### config.mk
export PLATFORM = sky130hd
export DESIGN_NAME = lttb_ctrl
export DESIGN_NICKNAME = d
export VERILOG_FILES = /design/src/lttb_downsampler_assert.svh /design/src/lttb_pkg.sv /design/src/lttb_ctrl.sv
export SDC_FILE = /design/constraint.sdc
export NUM_CORES = 1
export LEC_CHECK = 0
export ABC_AREA = 0
export BUFFER_PORTS_ARGS = -buffer_cell sky130_fd_sc_hd__buf_2
export CELL_PAD_IN_SITES_DETAIL_PLACEMENT = 1
export CELL_PAD_IN_SITES_GLOBAL_PLACEMENT = 2
export CORE_UTILIZATION = 26
export CTS_BUF_LIST = sky130_fd_sc_hd__clkbuf_4 sky130_fd_sc_hd__clkbuf_8
export CTS_CLUSTER_SIZE = 12
export DETAILED_ROUTE_END_ITERATION = 10
export GPL_ROUTABILITY_DRIVEN = 0
export GPL_TIMING_DRIVEN = 0
export PLACE_DENSITY_LB_ADDON = 0.1
export SLEW_MARGIN = 40
export SYNTH_ARGS = -nofsm -noshare
export SYNTH_HDL_FRONTEND = slang
export SYNTH_SLANG_ARGS = --single-unit
### constraint.sdc
create_clock -name i_clk -period 1.85 [get_ports i_clk]
set_input_delay 0.185 -clock i_clk [delete_from_list [all_inputs] [get_ports i_clk]]
set_output_delay 0.185 -clock i_clk [all_outputs]
set_load 0.01 [all_outputs]
### src/lttb_downsampler_assert.svh
// Assertion macros used by the downsampler datapath.
`ifndef LTTB_DOWNSAMPLER_ASSERT_SVH
`define LTTB_DOWNSAMPLER_ASSERT_SVH

// Same-cycle implication, disabled while reset is low.
`define LTTB_ASSERT_IMP(label, clk, rst_n, ante, cons) \
    label: assert property (@(posedge clk) disable iff (!rst_n) (ante) |-> (cons)) \
        else $error("lttb assertion failed");

// Next-cycle implication, disabled while reset is low.
`define LTTB_ASSERT_NXT(label, clk, rst_n, ante, cons) \
    label: assert property (@(posedge clk) disable iff (!rst_n) (ante) |=> (cons)) \
        else $error("lttb assertion failed");

`endif

### src/lttb_pkg.sv
// Shared constants, register indexes and controller/datapath interface types.
package lttb_pkg;

    localparam int MAX_BUCKET_DEF   = 256;
    localparam int SAMPLE_WIDTH_DEF = 32;
    localparam int BUCKET_MIN       = 8;
    localparam int CFG_IDX_W        = 1;
    localparam int CFG_DATA_W       = 9;

    localparam logic [CFG_IDX_W-1:0]  CFG_BUCKET_SIZE = 1'b0;
    localparam logic [CFG_IDX_W-1:0]  CFG_EXPLICIT_X  = 1'b1;
    localparam logic [CFG_DATA_W-1:0] BUCKET_RST      = 9'd8;

    typedef struct packed {
        logic accept;
        logic load_corner;
        logic prep;
        logic issue;
        logic emit_best;
        logic emit_hold;
    } t_cmd;

    typedef struct packed {
        logic started;
        logic pending;
        logic last;
        logic bucket_full;
        logic div_done;
        logic issue_last;
        logic pipe_empty;
        logic out_free;
        logic hold;
    } t_status;

endpackage

### src/lttb_ctrl.sv
// Sequencer for accept, mean division, bucket scan and result emission.
module lttb_ctrl
    import lttb_pkg::*;
(
    input  logic    i_clk,
    input  logic    i_rst_n,
    input  logic    i_sample_valid,
    input  t_status i_st,
    output logic    o_sample_ready,
    output t_cmd    o_cmd
);

    typedef enum logic [6:0] {
        S_IDLE   = 7'b0000001,
        S_DIV    = 7'b0000010,
        S_PREP   = 7'b0000100,
        S_SCAN   = 7'b0001000,
        S_DRAIN  = 7'b0010000,
        S_EMIT_A = 7'b0100000,
        S_EMIT_L = 7'b1000000
    } t_state;

    t_state r_state;
    t_state n_state;
    logic   acc;

    assign o_sample_ready = (r_state == S_IDLE) && i_st.out_free;
    assign acc            = o_sample_ready && i_sample_valid;

    always_comb begin
        n_state           = r_state;
        o_cmd             = '0;
        o_cmd.accept      = acc;
        unique case (r_state)
            S_IDLE: begin
                if (acc && i_st.started) begin
                    if (i_st.last) begin
                        if (i_st.pending) n_state = S_PREP;
                    end else if (i_st.bucket_full && i_st.pending) begin
                        n_state = S_DIV;
                    end
                end
            end
            S_DIV: begin
                if (i_st.div_done) begin
                    o_cmd.load_corner = 1'b1;
                    n_state           = S_PREP;
                end
            end
            S_PREP: begin
                o_cmd.prep = 1'b1;
                n_state    = S_SCAN;
            end
            S_SCAN: begin
                o_cmd.issue = 1'b1;
                if (i_st.issue_last) n_state = S_DRAIN;
            end
            S_DRAIN: begin
                if (i_st.pipe_empty) n_state = S_EMIT_A;
            end
            S_EMIT_A: begin
                if (i_st.out_free) begin
                    o_cmd.emit_best = 1'b1;
                    n_state         = i_st.hold ? S_EMIT_L : S_IDLE;
                end
            end
            S_EMIT_L: begin
                if (i_st.out_free) begin
                    o_cmd.emit_hold = 1'b1;
                    n_state         = S_IDLE;
                end
            end
            default: n_state = S_IDLE;
        endcase
    end

    always_ff @(posedge i_clk) begin
        if (!i_rst_n) begin
            r_state <= S_IDLE;
        end else begin
            r_state <= n_state;
        end
    end

endmodule

# Yosys cells after proc, flatten, opt, wreduce, memory -nomap -nowiden
# Index checks and enable logic that the tools add are counted.
word_totals:
  ff_bits: 7
  input_bits: 12
  wordCells: 39
classes:
  eq_ne: 15
  mux: 18
  reduce_logical: 5
ops:
  columns: ["op", "count"]
  rows:
  - ["$mux W7", 10]
  - ["$pmux W7 S7", 1]
  - ["$ne A2 B2 Y1 const B", 5]
  - ["$reduce_and A8 Y1", 1]
  - ["$eq A7 B1 Y1 const B", 1]
  - ["$eq A7 B2 Y1 const B", 1]
  - ["$eq A7 B3 Y1 const B", 1]
  - ["$eq A7 B4 Y1 const B", 1]
  - ["$eq A7 B5 Y1 const B", 1]
  - ["$eq A7 B6 Y1 const B", 1]
  - ["$eq A7 B7 Y1 const B", 1]
  - ["$mux W1", 7]
  - ["$logic_and A1 B1 Y1", 4]
  - ["$ne A3 B2 Y1 const B", 1]
  - ["$ne A3 B3 Y1 const B", 1]
  - ["$ne A2 B1 Y1 const B", 1]

# Logic depth before layout (Yosys ltp)
# Gate-level depths: netlist of the first run.
depth:
  ltp_word: 6
  ltp_mapped: 7

# Least setup slack after synthesis of the first run
# OpenSTA, ideal clock, no wires.
synth_path:
  path_kind: "reg2reg"
  from: "reg r_state[5]"
  to: "reg r_state[3]"
  arrival_ns: 1.702
  required_time_ns: 1.785
  path_slack_ns: 0.082
  stages_incl_launch_ff: 6
  path_cell_list: "dfxtp_1 buf_6 or4_4 nor4b_1 nor2_1 nor2_1"
synth_via:
  elab_chain_len: 6
  elab_cells_between_ends: 20
synth_lines:
  columns: ["item", "line", "text"]
  rows:
  - ["start: declaration", "lttb_ctrl.sv:23", "t_state r_state;"]
  - ["start signal: assignment", "lttb_ctrl.sv:81", "r_state <= n_state;"]
  - ["$eq A7 B1 Y1", "lttb_ctrl.sv:27, lttb_ctrl.sv:34", null]
  - ["$logic_and A1 B1 Y1", "lttb_ctrl.sv:27", "assign o_sample_ready = (r_state == S_IDLE) && i_st.out_free;"]
  - ["$logic_and A1 B1 Y1", "lttb_ctrl.sv:28", "assign acc = o_sample_ready && i_sample_valid;"]
  - ["$logic_and A1 B1 Y1", "lttb_ctrl.sv:36", "if (acc && i_st.started) begin"]
  - ["$ne A2 B1 Y1 (no line)", null, null]
  - ["$reduce_and A8 Y1 (no line)", null, null]
# Several ways; a longest one is shown, not always the timed one.
# A chain may end at the register's enable or synchronous reset.

==> results of run 1 <==
## worst max-delay path, cell delays in order, from the launching register on
cell     delay, ns
dfxtp_4       0.36
or4_4         0.59
nor4b_4       0.24
buf_2         0.17
## layer usage
| layer | up-vias | wire length, µm | GRT usage, % |
|---|---|---|---|
| li1 | 335 | - | - |
| met1 | 319 | 869 | 21.36 |
| met3 | 5 | 87 | 3.086 |
| met4 | 0 | 20 | 8.571 |
| met2 | 24 | 893 | 28.60 |
| met5 | - | 0 | 0 |
## synthesized netlist by cell type, drive strengths merged
| cell type | count | area (µm²) |
|---|---|---|
| dfxtp | 7 | 140.1 |
| nand3 | 2 | 10.01 |
| nor4 | 5 | 52.55 |
| a211o | 1 | 8.760 |
| nor2 | 6 | 22.52 |
| o2111a | 1 | 11.26 |
| and3 | 1 | 6.260 |
| a2bb2oi | 1 | 8.760 |
| inv | 3 | 11.26 |
| nor2b | 2 | 12.51 |
| nor4b | 1 | 8.760 |
| a21o | 1 | 7.510 |
| buf | 6 | 51.30 |
| o31ai | 1 | 7.510 |
| or4 | 2 | 18.77 |
| o311ai | 1 | 8.760 |
| a21oi | 4 | 20.02 |
| a211oi | 1 | 7.510 |
| o211ai | 2 | 15.01 |
| nand2 | 4 | 15.01 |
| and4 | 2 | 17.52 |
| a31oi | 1 | 6.260 |
| nor4bb | 1 | 10.01 |
| nor3 | 3 | 15.01 |
| and2 | 1 | 6.260 |
| xor2 | 2 | 17.52 |
| nand3b | 1 | 7.510 |
| o21ai | 9 | 48.80 |
| nand2b | 1 | 6.260 |
| a31o | 1 | 8.760 |
| and2b | 1 | 8.760 |
## power groups by stage
stage          registers [W]  logic [W]  clock network [W]
6_report            0.000208   0.000534           0.000161
3_5_place_dp        0.000190   0.000416                  0
3_3_place_gp        0.000190   0.000417                  0
2_1_floorplan       0.000185   0.000310                  0
4_1_cts             0.000207   0.000470           0.000167
5_1_grt             0.000213   0.000579           0.000185
## cell type report
| class | count | area [µm²] |
|---|---|---|
| multi-input combinational | 59 | 456.7 |
| timing repair buffer | 25 | 148.9 |
| fill | 259 | 1197 |
| clock buffer | 4 | 30.03 |
| buffer | 3 | 30.03 |
| tap | 27 | 33.78 |
| inverter | 3 | 11.26 |
| sequential | 7 | 153.9 |
## cells by family (layout without fill, tap and decap cells)
logic type	count (synthesis)	in the layout	synth area share, %
simple gates	33	33	36.48
flops	7	7	23.48
buf+inv	9	35	10.48
xor+xnor	2	2	2.936
compound gates	24	24	26.63
## through the flow
stage | TNS (ns) | cell area, µm² | setup slack (ns) | instances | hold WS (ns)
3_3_place_gp | -0.1181 | 720.7 | -0.05955 | 120 | 0.4264
3_5_place_dp | -0.07016 | 720.7 | -0.04867 | 120 | 0.4259
6_report | 0 | 864.6 | 0.04789 | 128 | 0.1544
2_1_floorplan | 0 | 596.8 | 0.08228 | 75 | 0.2650
4_1_cts | 0 | 832.0 | 0.003449 | 129 | 0.1483
5_1_grt | -0.01328 | 864.6 | -0.01103 | 128 | 0.1539
## worst max path at each step
stage | to | slack, ns | cells past startpoint | start
2_1_floorplan | r_state[3] | 0.08 | 5 | r_state[5]
3_3_place_gp | r_state[4] | -0.06 | 6 | r_state[5]
3_5_place_dp | r_state[4] | -0.05 | 6 | r_state[5]
4_1_cts | o_cmd[3] | 0.003 | 4 | r_state[5]
5_1_grt | o_cmd[3] | -0.01 | 3 | r_state[0]
6_report | o_cmd[3] | 0.05 | 3 | r_state[0]
## timing repair
item / CTS / global route
setup buffers: 7 / 0
endpoints found under the setup margin: 6 / 9
gates resized for setup: 9 / 12
pin swaps: 3 / 2
==> impl_metrics.py, run 1 <==
metrics = {
    "grt": {
        "wire_length_of_the_first_global_routing_pass_um": 3180,
        "largest_net_degree_at_the_start_of_global_routing": 11,
        "grt_util_all_layers_pct": 17.34,
        "gr-total-overflow": 0,
        "antenna_violations_before_repair": 0,
        "first_global_vias": 694,
    },
    "layout": {
        "largestRegisters": "r_state x7",
        "most_flops_register": "r_state",
        "diodes": 0,
        "final_cell_mix": "buf_2, buf_4, o21ai_0",
        "largest_reg_flops": 7,
        "drive_gt1_share_pct": 50.50,
        "area_growth_pct": 44.86,
        "layout_commonest_cell": "buf_2",
        "design.final.nets": 114,
        "final_util_pct": 41.93,
    },
    "detailed_routing": {
        "antenna_violating_nets_post_route": 0,
        "total_number_of_vias": 683,
        "dr.pass1.iters": 4,
        "drt-initial-drc-count": 11,
        "number_of_vias_per_cell_after_detailed_routing": 5.336,
        "detail_routed_net_length_per_standard_cell_um": 14.61,
        "routed_wl_um": 1870,
        "drc": 0,
    },
    "pwr": {
        "cell_internal_pwr_w": 0.0005351,
        "switchingPower_w": 0.0003675,
        "report.power.total_w": 0.0009026,
        "clock_power_share_pct": 17.9,
        "power.share.switching_pct": 40.71,
        "static-leakage-power_nw": 0.3581,
        "share_seq_of_total_power_pct": 23.0,
        "vdd.ir_drop.worst_mv": 0.4695,
        "cell_pwr_density_nw_per_um2": 1044,
        "power_share_of_the_combinational_group_pct": 59.1,
    },
    "sta": {
        "max_freq_ghz": 0.5549,
        "rsz_0062_raised_after_global_routing": "true",
        "worst_slew_margin_rel_pct": 76.52,
        "post_route_fraction_of_the_period_consumed_by_the_critical_path_pct": 97.41,
        "layout_min_cycle_time_ns": 1.802,
        "tightestPinTransition_ns": 0.3489,
        "finClkSkew_ns": 0.003567,
        "maxSlewViolCount": 0,
        "timing.final.setup_violations": 0,
        "hold_violations": 0,
    },
    "synth": {
        "number_of_instances_in_the_synthesized_netlist": 75,
        "synth_area_per_cell_um2": 7.958,
        "synth.yosys.warnings": 0,
        "synth-seq-area-share_pct": 23.48,
        "synth.net_count": 87,
        "mappedNetlistArea_um2": 596.8,
        "synth.lib_cells_used.distinct": 38,
        "ys_seq_elements": 7,
    },
    "clock_tree": {
        "cts.root.buffer_cell": "clkbuf_4",
        "clock_sink_count": 7,
        "maximum_count_of_clock_buffers_along_a_single_path": 2,
        "cts.hold.buffers_added": 0,
        "worst_skew_pair.late_latency_ns": 0.26,
        "tritoncts_clock_tree": "built",
        "cts_buffers": 3,
        "clock_tree.htree_level_count": 1,
        "clk_pin_slew_ns": 0.05,
    },
    "outcome": {
        "status": "finished clean",
    },
    "worst_setup_path": {
        "critical_path_class": "reg -> out",
        "critPathCaptureType": "primary output",
        "timing.rr.end": "r_state[1]",
        "worst_r2r_path_depth": 7,
        "timing.critical_path.required_ns": 1.66,
        "reg2reg_setup_slack_ns": 0.07,
        "start_kind": "register",
        "critical_path_peak_fanout": 5,
        "critical_path.reg2reg.startpoint": "r_state[4]",
        "timing.critical_path.arrival_ns": 1.62,
    },
    "floorplanning": {
        "initial_core_util_pct": 28.94,
        "dieHeight_um": 49.91,
        "io_pins": 19,
        "floorplan.core_area_um2": 2062,
        "die_area_um2": 2491,
        "row_count": 16,
        "floorplan.die.width_um": 49.91,
    },
    "min_path": {
        "hold-path-cell-count": 2,
        "worst_hold_startpoint": "i_rst_n",
        "hp-class": "in -> reg",
        "hold_end": "r_state[0]",
    },
    "place": {
        "dp.final_hpwl_um": 1341,
        "numPortBuffers": 18,
    },
    "job": {
        "cap_viol_max_count": 0,
    },
}
(Power assumes the default switching activity.)
==> run 2, diff against run 1 <==
--- a/config.mk
+++ b/config.mk
@@ -14,7 +14,6 @@
 export CTS_CLUSTER_SIZE = 12
 export DETAILED_ROUTE_END_ITERATION = 10
 export GPL_ROUTABILITY_DRIVEN = 0
-export GPL_TIMING_DRIVEN = 0
 export PLACE_DENSITY_LB_ADDON = 0.1
 export SLEW_MARGIN = 40
 export SYNTH_ARGS = -nofsm -noshare
==> run 2 against run 1 <==
  * Routed wire length fell by 1.6%
  * Power fell by 11%
  * Worst hold slack got worse by 0.0062 ns
==> impl_metrics.py, run 2 (synthesized netlist as in run 1, its figures left out) <==
metrics = {
    "outcome": {
        "status": "finished clean",
    },
    "clock_tree": {
        "cts_buffers": 3,
        "maximum_count_of_clock_buffers_along_a_single_path": 2,
        "cts.hold.buffers_added": 0,
        "cts.root.buffer_cell": "clkbuf_4",
        "clk_pin_slew_ns": 0.05,
        "clock_tree.htree_level_count": 1,
        "worst_skew_pair.late_latency_ns": 0.26,
        "clock_sink_count": 7,
        "tritoncts_clock_tree": "built",
    },
    "sta": {
        "maxSlewViolCount": 0,
        "final.setup.worst_slack_ns": 0.03278,
        "totalNegativeSetupSlack_ns": 0,
        "worst_slew_margin_rel_pct": 75.18,
        "finClkSkew_ns": 0.002123,
        "post_route_fraction_of_the_period_consumed_by_the_critical_path_pct": 98.23,
        "layout_min_cycle_time_ns": 1.817,
        "hold_violations": 0,
        "max_freq_ghz": 0.5503,
        "tightestPinTransition_ns": 0.3676,
        "timing.final.setup_violations": 0,
        "rsz_0062_raised_after_global_routing": "true",
    },
    "layout": {
        "final_cell_mix": "buf_2, buf_4, nor2_1, o21ai_0",
        "drive_gt1_share_pct": 47.06,
        "design.final.nets": 115,
        "area_growth_pct": 39.20,
        "largest_reg_flops": 7,
        "diodes": 0,
        "most_flops_register": "r_state",
        "layout_commonest_cell": "buf_2",
        "final_area_um2": 830.8,
        "fillerInstances": 262,
        "largestRegisters": "r_state x7",
    },
    "detailed_routing": {
        "detail_routed_net_length_per_standard_cell_um": 14.27,
        "drt-initial-drc-count": 1,
        "total_number_of_vias": 689,
        "drc": 0,
        "antenna_violating_nets_post_route": 0,
        "number_of_vias_per_cell_after_detailed_routing": 5.341,
        "routed_wl_um": 1841,
        "dr.pass1.iters": 2,
    },
    "grt": {
        "first_global_vias": 698,
        "grt_util_all_layers_pct": 16.63,
        "largest_net_degree_at_the_start_of_global_routing": 11,
        "antenna_violations_before_repair": 0,
        "gr-total-overflow": 0,
        "wire_length_of_the_first_global_routing_pass_um": 3139,
    },
    "job": {
        "cap_viol_max_count": 0,
    },
    "pwr": {
        "static-leakage-power_nw": 0.3592,
        "vdd.ir_drop.worst_mv": 0.4364,
        "cell_pwr_density_nw_per_um2": 967.0,
    },
    "place": {
        "pre_cts_slack_ns": 0.01081,
        "cell_area_after_placement_um2": 737.0,
        "dp.final_hpwl_um": 1471,
        "numPortBuffers": 18,
    },
    "worst_setup_path": {
        "critical_path_peak_fanout": 5,
        "timing.rr.end": "r_state[4]",
        "critical_path_class": "reg -> out",
        "start_kind": "register",
        "worst_r2r_path_depth": 5,
        "critical_path.reg2reg.startpoint": "r_state[6]",
        "timing.critical_path.required_ns": 1.66,
        "timing.critical_path.from": "r_state[6]",
        "reg2reg_setup_slack_ns": 0.05,
        "timing.critical_path.arrival_ns": 1.63,
        "critPathCaptureType": "primary output",
    },
    "min_path": {
        "worst_hold_startpoint": "i_rst_n",
        "hold-path-cell-count": 2,
        "hold_end": "r_state[0]",
        "hp-class": "in -> reg",
    },
    "floorplanning": {
        "row_count": 16,
        "dieHeight_um": 49.91,
        "io_pins": 19,
        "initial_core_util_pct": 28.94,
        "floorplan.core_area_um2": 2062,
        "floorplan.die.width_um": 49.91,
        "die_area_um2": 2491,
    },
}
run 2: critical path, cell delays in order (launching register included):
cell	delay, ns
dfxtp_4	0.36
or4_4	0.59
nor4b_4	0.24
buf_2	0.17
run 2: worst max-delay path by stage:
| stage | to | cells past startpoint |
|---|---|---|
| 2_1_floorplan | r_state[3] | 5 |
| 3_3_place_gp | r_state[4] | 5 |
| 3_5_place_dp | r_state[4] | 5 |
| 4_1_cts | r_state[4] | 5 |
| 5_1_grt | o_cmd[3] | 3 |
| 6_report | o_cmd[3] | 3 |
run 2: what timing repair did:
action,4_1_cts,5_1_grt
pin swaps,2,2
resized for setup,8,5
buffers inserted,1,1
setup endpoints to repair,3,8
run 2: layer usage:
| metal | global-route usage (%) | share of wire (%) | vias to the layer above |
|---|---|---|---|
| met3 | 1.852 | 3.0 | 5 |
| met1 | 20.44 | 49 | 332 |
| met5 | 0 | 0 | - |
| li1 | - | - | 338 |
| met2 | 28.83 | 46 | 14 |
| met4 | 7.143 | 1.7 | 0 |
run 2: cell type report:
cell class	count	area (µm²)	area share (%)
sequential	7	152.6	18.37
timing repair buffer	29	172.7	20.78
tap	27	33.78	4.066
clock buffer	4	30.03	3.614
multi-input combinational	59	430.4	51.81
inverter	3	11.26	1.355
run 2: power by group:
part / internal, W / total (W) / switching [W] / leakage (nW)
Clock: 0.0000974 / 0.000161 / 0.0000633 / 0.0184
Sequential: 0.000172 / 0.000216 / 0.0000446 / 0.0593
Combinational: 0.000202 / 0.000426 / 0.000224 / 0.281
Total: 0.000471 / 0.000803 / 0.000332 / 0.359
run 2: metrics by stage:
stage	utilization, %	cells	total power [W]	hold slack (ns)
final	40.29	129	0.0008034	0.1483
after global routing	40.29	129	0.0008677	0.1571
after CTS	39.32	128	0.0008092	0.1426
after detailed placement	35.74	123	0.0006206	0.4225
after global placement	35.74	123	0.0006211	0.4161
after floorplan	-	75	0.0004950	0.2650
